[src/sv/mrip_pkg.sv]
// Package for the multi-radix integer parser.
// Holds format and status codes, the item and result types, and digit/limit helpers.
// No dependencies.
package mrip_pkg;

  localparam logic [2:0] FMT_SDEC64 = 3'd0;
  localparam logic [2:0] FMT_UDEC64 = 3'd1;
  localparam logic [2:0] FMT_HEX64  = 3'd2;
  localparam logic [2:0] FMT_OCT64  = 3'd3;
  localparam logic [2:0] FMT_SDEC32 = 3'd4;

  localparam logic [1:0] ST_OK       = 2'd0;
  localparam logic [1:0] ST_INVALID  = 2'd1;
  localparam logic [1:0] ST_OVERFLOW = 2'd2;

  localparam logic [4:0] COUNT_MAX = 5'd31;

  localparam logic [7:0] CH_PLUS  = 8'h2b;
  localparam logic [7:0] CH_MINUS = 8'h2d;

  typedef struct packed {
    logic [2:0] func;
    logic [7:0] char_byte;
    logic       last;
    logic       no_chars;
  } item_t;

  typedef struct packed {
    logic [1:0]  status;
    logic [63:0] value;
  } result_t;

  function automatic logic fmt_signed(input logic [2:0] f);
    return (f == FMT_SDEC64) || (f == FMT_SDEC32);
  endfunction

  function automatic logic [4:0] fmt_max_digits(input logic [2:0] f);
    logic [4:0] m;
    case (f)
      FMT_SDEC64: m = 5'd19;
      FMT_UDEC64: m = 5'd20;
      FMT_HEX64:  m = 5'd16;
      FMT_OCT64:  m = 5'd22;
      FMT_SDEC32: m = 5'd10;
      default:    m = 5'd0;
    endcase
    return m;
  endfunction

  function automatic logic [63:0] fmt_limit(input logic [2:0] f, input logic neg);
    logic [63:0] l;
    case (f)
      FMT_SDEC64: l = 64'h7fff_ffff_ffff_ffff + {63'd0, neg};
      FMT_SDEC32: l = 64'h0000_0000_7fff_ffff + {63'd0, neg};
      default:    l = 64'hffff_ffff_ffff_ffff;
    endcase
    return l;
  endfunction

  // {valid, digit} for character c in the radix of format f
  function automatic logic [4:0] digit_of(input logic [7:0] c, input logic [2:0] f);
    logic       ok;
    logic [3:0] d;
    logic [4:0] r;
    ok = 1'b0;
    d  = 4'd0;
    if (c >= 8'h30 && c <= 8'h39) begin
      ok = 1'b1;
      d  = 4'(c - 8'h30);
    end else if (c >= 8'h61 && c <= 8'h66) begin
      ok = 1'b1;
      d  = 4'(c - 8'h57);
    end else if (c >= 8'h41 && c <= 8'h46) begin
      ok = 1'b1;
      d  = 4'(c - 8'h37);
    end
    case (f)
      FMT_HEX64: r = 5'd16;
      FMT_OCT64: r = 5'd8;
      default:   r = 5'd10;
    endcase
    if ({1'b0, d} >= r) ok = 1'b0;
    return {ok, d};
  endfunction

endpackage

[src/sv/multi_radix_integer_parser_core.sv]
// Top level of the multi-radix integer parser: input register, parse step, result register.
// Depends on mrip_pkg and mrip_step.
//
// Usage:
//   Slave channel carries one character per transfer. s_tdata is the character,
//   s_tuser selects the format (read on the first character of a string) and
//   flags an empty string, s_tlast marks the final character.
//   Master channel carries one result per string: m_tuser is the status
//   (ok, invalid, overflow), m_tdata the 64-bit value, zero on error.
//   Result path: a final character's result is formed from the input register
//   and loaded into the result register, which presents it on the master channel.
//   Throughput: one character per cycle unless a final character waits on a stalled
//   result; the per-character multiply by the radix and range compare are combinational.
//   Reset empties both registers and rearms the parser for a new string.
//   When the receiver stalls, the result register holds; the input register
//   still drains characters that give no result, and a final character waits
//   in the input register until the result register frees up.
module multi_radix_integer_parser_core (
  input  logic        clk,
  input  logic        rst,
  input  logic        s_tvalid,
  output logic        s_tready,
  input  logic [7:0]  s_tdata,   // [7:0] char_byte
  input  logic [3:0]  s_tuser,   // [2:0] func, [3] no_chars
  input  logic        s_tlast,
  output logic        m_tvalid,
  input  logic        m_tready,
  output logic [63:0] m_tdata,   // [63:0] value
  output logic [1:0]  m_tuser    // [1:0] status
);
  import mrip_pkg::*;

  logic    in_v;
  item_t   in_item;
  logic    adv;
  logic    res_valid;
  result_t res;

  mrip_step u_step (
    .clk       (clk),
    .rst       (rst),
    .en        (adv),
    .item      (in_item),
    .res_valid (res_valid),
    .res       (res)
  );

  assign adv      = in_v && (!res_valid || !m_tvalid || m_tready);
  assign s_tready = !in_v || adv;

  always_ff @(posedge clk) begin
    if (rst) begin
      in_v <= 1'b0;
    end else if (s_tready) begin
      in_v <= s_tvalid;
    end
  end

  always_ff @(posedge clk) begin
    if (s_tready && s_tvalid) begin
      in_item.func      <= s_tuser[2:0];
      in_item.char_byte <= s_tdata;
      in_item.last      <= s_tlast;
      in_item.no_chars  <= s_tuser[3];
    end
  end

  always_ff @(posedge clk) begin
    if (rst) begin
      m_tvalid <= 1'b0;
    end else if (adv && res_valid) begin
      m_tvalid <= 1'b1;
    end else if (m_tready) begin
      m_tvalid <= 1'b0;
    end
  end

  always_ff @(posedge clk) begin
    if (adv && res_valid) begin
      m_tdata <= res.value;
      m_tuser <= res.status;
    end
  end

  a_zero_on_err: assert property (@(posedge clk) disable iff (rst)
    m_tvalid && m_tuser != ST_OK |-> m_tdata == 64'd0)
    else $error("nonzero value with error status");

  a_status: assert property (@(posedge clk) disable iff (rst)
    m_tvalid |-> m_tuser == ST_OK || m_tuser == ST_INVALID || m_tuser == ST_OVERFLOW)
    else $error("bad status code");

  a_hold_in: assert property (@(posedge clk) disable iff (rst)
    in_v && !adv |=> in_v && $stable(in_item))
    else $error("input register lost a pending item");

  a_no_drop: assert property (@(posedge clk) disable iff (rst)
    m_tvalid && !m_tready |-> !(adv && res_valid))
    else $error("result overwritten while stalled");

endmodule

[src/sv/mrip_step.sv]
// Parse state and per-character update for the multi-radix integer parser.
// Holds accumulator, digit count, sign, first error and format; builds the result.
// Depends on mrip_pkg.
module mrip_step (
  input  logic             clk,
  input  logic             rst,
  input  logic             en,
  input  mrip_pkg::item_t  item,
  output logic             res_valid,
  output mrip_pkg::result_t res
);
  import mrip_pkg::*;

  logic [63:0] acc, acc_next;
  logic [4:0]  cnt, cnt_next;
  logic        neg, neg_next;
  logic [1:0]  err, err_next;
  logic [2:0]  fmt, fmt_next;
  logic        at_start, at_start_next;

  logic [63:0] acc0;
  logic [4:0]  cnt0;
  logic [1:0]  err0;
  logic        neg0;
  logic [4:0]  dig;
  logic [67:0] prod;
  logic [68:0] sum;
  logic [63:0] lim;
  logic [4:0]  maxd;

  always_comb begin
    fmt_next = at_start ? item.func : fmt;
    acc0     = at_start ? 64'd0 : acc;
    cnt0     = at_start ? 5'd0 : cnt;
    neg0     = at_start ? 1'b0 : neg;
    err0     = at_start ? ST_OK : err;
    acc_next = acc0;
    cnt_next = cnt0;
    neg_next = neg0;
    err_next = err0;
    maxd     = fmt_max_digits(fmt_next);
    dig      = digit_of(item.char_byte, fmt_next);
    lim      = fmt_limit(fmt_next, neg0);
    case (fmt_next)
      FMT_HEX64: prod = {4'd0, acc0} << 4;
      FMT_OCT64: prod = {4'd0, acc0} << 3;
      default:   prod = ({4'd0, acc0} << 3) + ({4'd0, acc0} << 1);
    endcase
    sum = {1'b0, prod} + {65'd0, dig[3:0]};
    if (!item.no_chars) begin
      if (at_start && fmt_signed(fmt_next) &&
          (item.char_byte == CH_PLUS || item.char_byte == CH_MINUS)) begin
        neg_next = (item.char_byte == CH_MINUS);
      end else begin
        if (cnt0 < COUNT_MAX) cnt_next = cnt0 + 5'd1;
        if (err0 == ST_OK && fmt_next <= FMT_SDEC32 && cnt_next <= maxd) begin
          if (!dig[4]) begin
            err_next = ST_INVALID;
          end else if (sum > {5'd0, lim}) begin
            err_next = ST_OVERFLOW;
          end else begin
            acc_next = sum[63:0];
          end
        end
      end
    end
    res_valid     = item.last || item.no_chars;
    at_start_next = res_valid;
    res.value     = 64'd0;
    if (fmt_next > FMT_SDEC32 || cnt_next == 5'd0) begin
      res.status = ST_INVALID;
    end else if (cnt_next > maxd) begin
      res.status = ST_OVERFLOW;
    end else if (err_next != ST_OK) begin
      res.status = err_next;
    end else begin
      res.status = ST_OK;
      res.value  = neg_next ? (64'd0 - acc_next) : acc_next;
    end
  end

  always_ff @(posedge clk) begin
    if (rst) begin
      acc      <= 64'd0;
      cnt      <= 5'd0;
      neg      <= 1'b0;
      err      <= ST_OK;
      fmt      <= FMT_SDEC64;
      at_start <= 1'b1;
    end else if (en) begin
      acc      <= acc_next;
      cnt      <= cnt_next;
      neg      <= neg_next;
      err      <= err_next;
      fmt      <= fmt_next;
      at_start <= at_start_next;
    end
  end

  a_restart: assert property (@(posedge clk) disable iff (rst)
    en && res_valid |=> at_start)
    else $error("parser did not rearm after a result");

  a_err_code: assert property (@(posedge clk) disable iff (rst)
    err == ST_OK || err == ST_INVALID || err == ST_OVERFLOW)
    else $error("bad error code held");

  a_acc_range: assert property (@(posedge clk) disable iff (rst)
    !at_start && fmt == FMT_SDEC32 |-> acc[63:32] == 32'd0)
    else $error("32-bit accumulator out of range");

endmodule

[config.mk]
export PLATFORM = sky130hd
export DESIGN_NAME = multi_radix_integer_parser_core
export DESIGN_NICKNAME = d
export VERILOG_FILES = /design/src/sv/mrip_pkg.sv /design/src/sv/multi_radix_integer_parser_core.sv /design/src/sv/mrip_step.sv
export SDC_FILE = /design/constraint.sdc
export NUM_CORES = 1
export LEC_CHECK = 0
export ABC_AREA = 0
export BUFFER_PORTS_ARGS = -buffer_cell sky130_fd_sc_hd__buf_2
export CORE_UTILIZATION = 55
export CTS_BUF_LIST = sky130_fd_sc_hd__clkbuf_16
export CTS_CLUSTER_SIZE = 24
export DETAILED_ROUTE_END_ITERATION = 8
export GPL_TIMING_DRIVEN = 0
export MAX_ROUTING_LAYER = met4
export PLACE_DENSITY = 0.72
export SLEW_MARGIN = 20
export SYNTH_ARGS = -nofsm -noshare
export SYNTH_HDL_FRONTEND = slang
export SYNTH_HIERARCHICAL = 1
export SYNTH_SLANG_ARGS = --single-unit
export TNS_END_PERCENT = 30
[constraint.sdc]
create_clock -name clk -period 13.55 [get_ports clk]
set_input_delay 2.71 -clock clk [delete_from_list [all_inputs] [get_ports clk]]
set_output_delay 2.71 -clock clk [all_outputs]
set_load 0.02 [all_outputs]
==> summary.txt <==
Detailed routing
  – Routed WL: 98,800 µm
  – Antenna-violating nets left: 0
  – DRT iter0 DRCs: 4,146
  – Vias: 25,100
  – Avg Vias per Cell: 7.24
  – Wirelength per Cell: 28.5 µm
  – Drt drc: 0
  – Initial DRT Pass Iterations: 7

Timing
  – Slew headroom: 27.2%
  – Final setup viols: 0
  – Final Cycle Share: 99.5%
  – Slew @ Worst Pin: 1080 ps
  – Max Freq: between 70 and 80 MHz
  – Final hold viol count: 0
  – Final-report max-slew violation count: 0
  – Hold WS: 484 ps
  – Fin Clk Skew: 16.0 ps
  – Final min period: 13,480 ps

Clock tree
  – Worst skew pair latency: 450 ps
  – Max clock buf depth: 2
  – CTS hold repair buffers: 0
  – CTS tree: built
  – Sink Count: roughly 160
  – Clk slew on worst S/H paths: approximately 80 ps
  – H-tree depth: 4
  – Cts bufs inserted: 17
  – CTS root buffer: clkbuf_16

Final layout
  – Fraction of layout cells with a size suffix above 1: a little over an eighth
  – Nets: approximately 3,100
  – Layout fillers: 3,480
  – P&R area growth vs syn: 11.0%
  – Final core utilization: 61.9%
  – Finished Cell Area: 23,300 µm²

Global routing
  – Largest net degree at the start of global routing: 34
  – Antenna violations before repair: 1
  – GRT Resource Usage Total: 50.7%
  – Overflow after GRT: 0
  – Vias in the first global route: 23,000
  – First-pass GRT wire length: between 100,000 and 150,000 µm

Floorplan
  – Die H: 197 µm
  – Core box area: 37,600 µm²
  – Die footprint: ~40,000 µm²
  – Die W: about 200 µm
  – # rows: 71
  – I/O Pins: 85
  – Initial core utilization: 55.8%

Flow run
  – Max-cap violations: 0

Setup path
  – CP Capture Type: register
  – Largest stage delay, worst path: 590 ps
  – Crit path DAT: 13,770 ps
  – CP max-delay cell: clkbuf_1
  – CP most frequent cell: buf_6
  – CP required: 13,840 ps
  – R2r setup slk: 70 ps
  – Crit-path max FO: 20
  – Worst Setup Start Kind: register
  – CP Class: reg -> reg

Synth
  – Seq/Total Area, Yosys: 18.8%
  – Ys async rst share: 0%
  – Syn nets: 2,966
  – Syn Area/Cell: 7.44 µm²
  – Unique masters post-synth: around 130
  – Flops & latches, synth: 157
  – Post-synthesis cell count: 2,819
  – Synth warn: 6
  – Ys flop type: edfxtp_1
  – Mapped Area: 21,000 µm²
  – EDFF count, synth: 79

Power
  – Pwr dens: 64.4 nW/µm²
  – Pleak: 8.71 nW
  – Maximum VDD drop: between 0.0001 and 0.00015 V
  – Power Total: 0.00150 W

Outcome
  – Outcome: complete, no violations

Place
  – Detailed Place HPWL: 78,100 µm
  – PortBufs: between 80 and 90
  – Area after DPL: ~22,000 µm²
  – GPL Wtd Cong: 1.12

Worst hold path
  – Hold crit path type: reg -> reg
-- synthesized netlist by cell type (all sizes together) (30+ instances only) --
| cell type | n | area [µm²] |
|---|---|---|
| nand2 | 266 | 998 |
| nand4 | 71 | 450 |
| a22oi | 32 | 240 |
| nand3 | 92 | 493 |
| dfxtp | 78 | 1560 |
| clkbuf | 112 | 420 |
| a21o | 53 | 398 |
| nor2 | 352 | 1330 |
| a211oi | 95 | 753 |
| nor4 | 37 | 265 |
| a21oi | 199 | 1010 |
| and3 | 40 | 255 |
| ha | 128 | 1600 |
| edfxtp | 79 | 2370 |
| buf | 81 | 505 |
| xnor2 | 82 | 756 |
| inv | 58 | 218 |
| xor2 | 64 | 561 |
| nor2b | 48 | 305 |
| o211ai | 44 | 330 |
| nor3 | 106 | 606 |
| and2 | 30 | 188 |
| mux2i | 53 | 534 |
| o21ai | 141 | 713 |
| a31oi | 44 | 282 |
-- layer usage --
layer | routed length, µm | vias to the layer above | GRT usage [%]
li1 | - | 10900 | -
met1 | 37100 | 11800 | 61.6
met2 | 40800 | 1965 | 73.4
met3 | 13000 | 519 | 13.2
met4 | 7950 | 0 | 33.7
met5 | 0 | - | -
-- worst max-delay path, delay by kind of cell (launching register included) --
| family | cells | cell delay, ps |
|---|---|---|
| flip-flops | 1 | 320 |
| AO/OA/AOI/OAI | 17 | 4230 |
| buffers and inverters | 18 | 4760 |
| AND/OR/NAND/NOR | 8 | 2570 |
| adder cells (fa/ha/maj) | 3 | 1060 |
| XOR/XNOR | 1 | 290 |
-- cell usage in the layout (no fill, tap or decap), types with 46 or more instances in the layout --
cell type and n:
nor2_1 346, nand2_1 264, a21oi_1 193, o21ai_0 127, ha_1 126, buf_2 119, clkbuf_1 100, a211oi_1 88
nand3_1 87, nor3_1 84, edfxtp_1 79, dfxtp_1 78, xnor2_1 76, nand4_1 70, xor2_1 64, inv_1 55
a21o_1 53, mux2i_1 52, nor2b_1 46
-- kinds of logic after synthesis --
| kind of cell | count (synthesis) | share of synthesized area (%) |
|---|---|---|
| xor gates and xnor gates | 146 | 6.28 |
| and+or+nand+nor | 1189 | 28.9 |
| buffers and inverters | 251 | 5.45 |
| muxes | 72 | 3.57 |
| DFF | 157 | 18.8 |
| AOI/OAI and AO/OA | 871 | 29.1 |
| adders and majority gates | 133 | 7.97 |
-- metrics by stage --
stage / instances / worst slack, ps / TNS, ps
after global routing: 3471 / -37.5 / -66.4
after CTS: 3452 / 25.6 / 0
after detailed placement: 3418 / -3620 / -229730
after global placement: 3414 / -3610 / -256250
after floorplan: 2819 / 2200 / 0
final: 3472 / 74.5 / 0
-- state kept, by name, indices dropped and copies added, names as in the netlist --
name	count
m_tvalid	1
u_step/err	2
u_step/acc	64
u_step/fmt	3
u_step/cnt	5
u_step/at_start	1
m_tdata	64
in_item	13
u_step/neg	1
m_tuser	2
in_v	1
-- what timing repair did --
item / CTS / global route
pin swaps: 1 / 12
setup endpoints to repair: 130 / 77
buffers inserted: 3 / 20
endpoints found under the hold margin: 0 / 0
resized for setup: 53 / 52
-- power by group --
part           switching, W  total (W)  internal, W
clock              0.000236   0.000514     0.000278
sequential        0.0000134   0.000535     0.000522
combinational      0.000320   0.000450     0.000130
-- worst paths after layout --
kind / end / cells after the start / from
setup / recovery: u_step/acc[16]$_SDFFE_PP0P_ / 47 / u_step/at_start$_SDFFE_PP1P_
hold reg to reg: u_step/acc[30]$_SDFFE_PP0P_ / 2 / u_step/acc[30]$_SDFFE_PP0P_
hold / removal: u_step/acc[30]$_SDFFE_PP0P_ / 2 / u_step/acc[30]$_SDFFE_PP0P_
setup reg to reg: u_step/acc[16]$_SDFFE_PP0P_ / 47 / u_step/at_start$_SDFFE_PP1P_
-- cell type report --
class | instances | area, µm² | share of cell area [%]
clock inverter | 15 | 171 | 0.737
buffer | 189 | 983 | 4.23
sequential | 157 | 3930 | 16.9
timing repair buffer | 111 | 666 | 2.86
tap | 511 | 639 | 2.75
multi-input combinational | 2411 | 16200 | 69.7
inverter | 58 | 221 | 0.952
clock buffer | 17 | 425 | 1.83
antenna | 3 | 7.51 | 0.0323
Note: power is estimated with default switching activity, not from simulation.
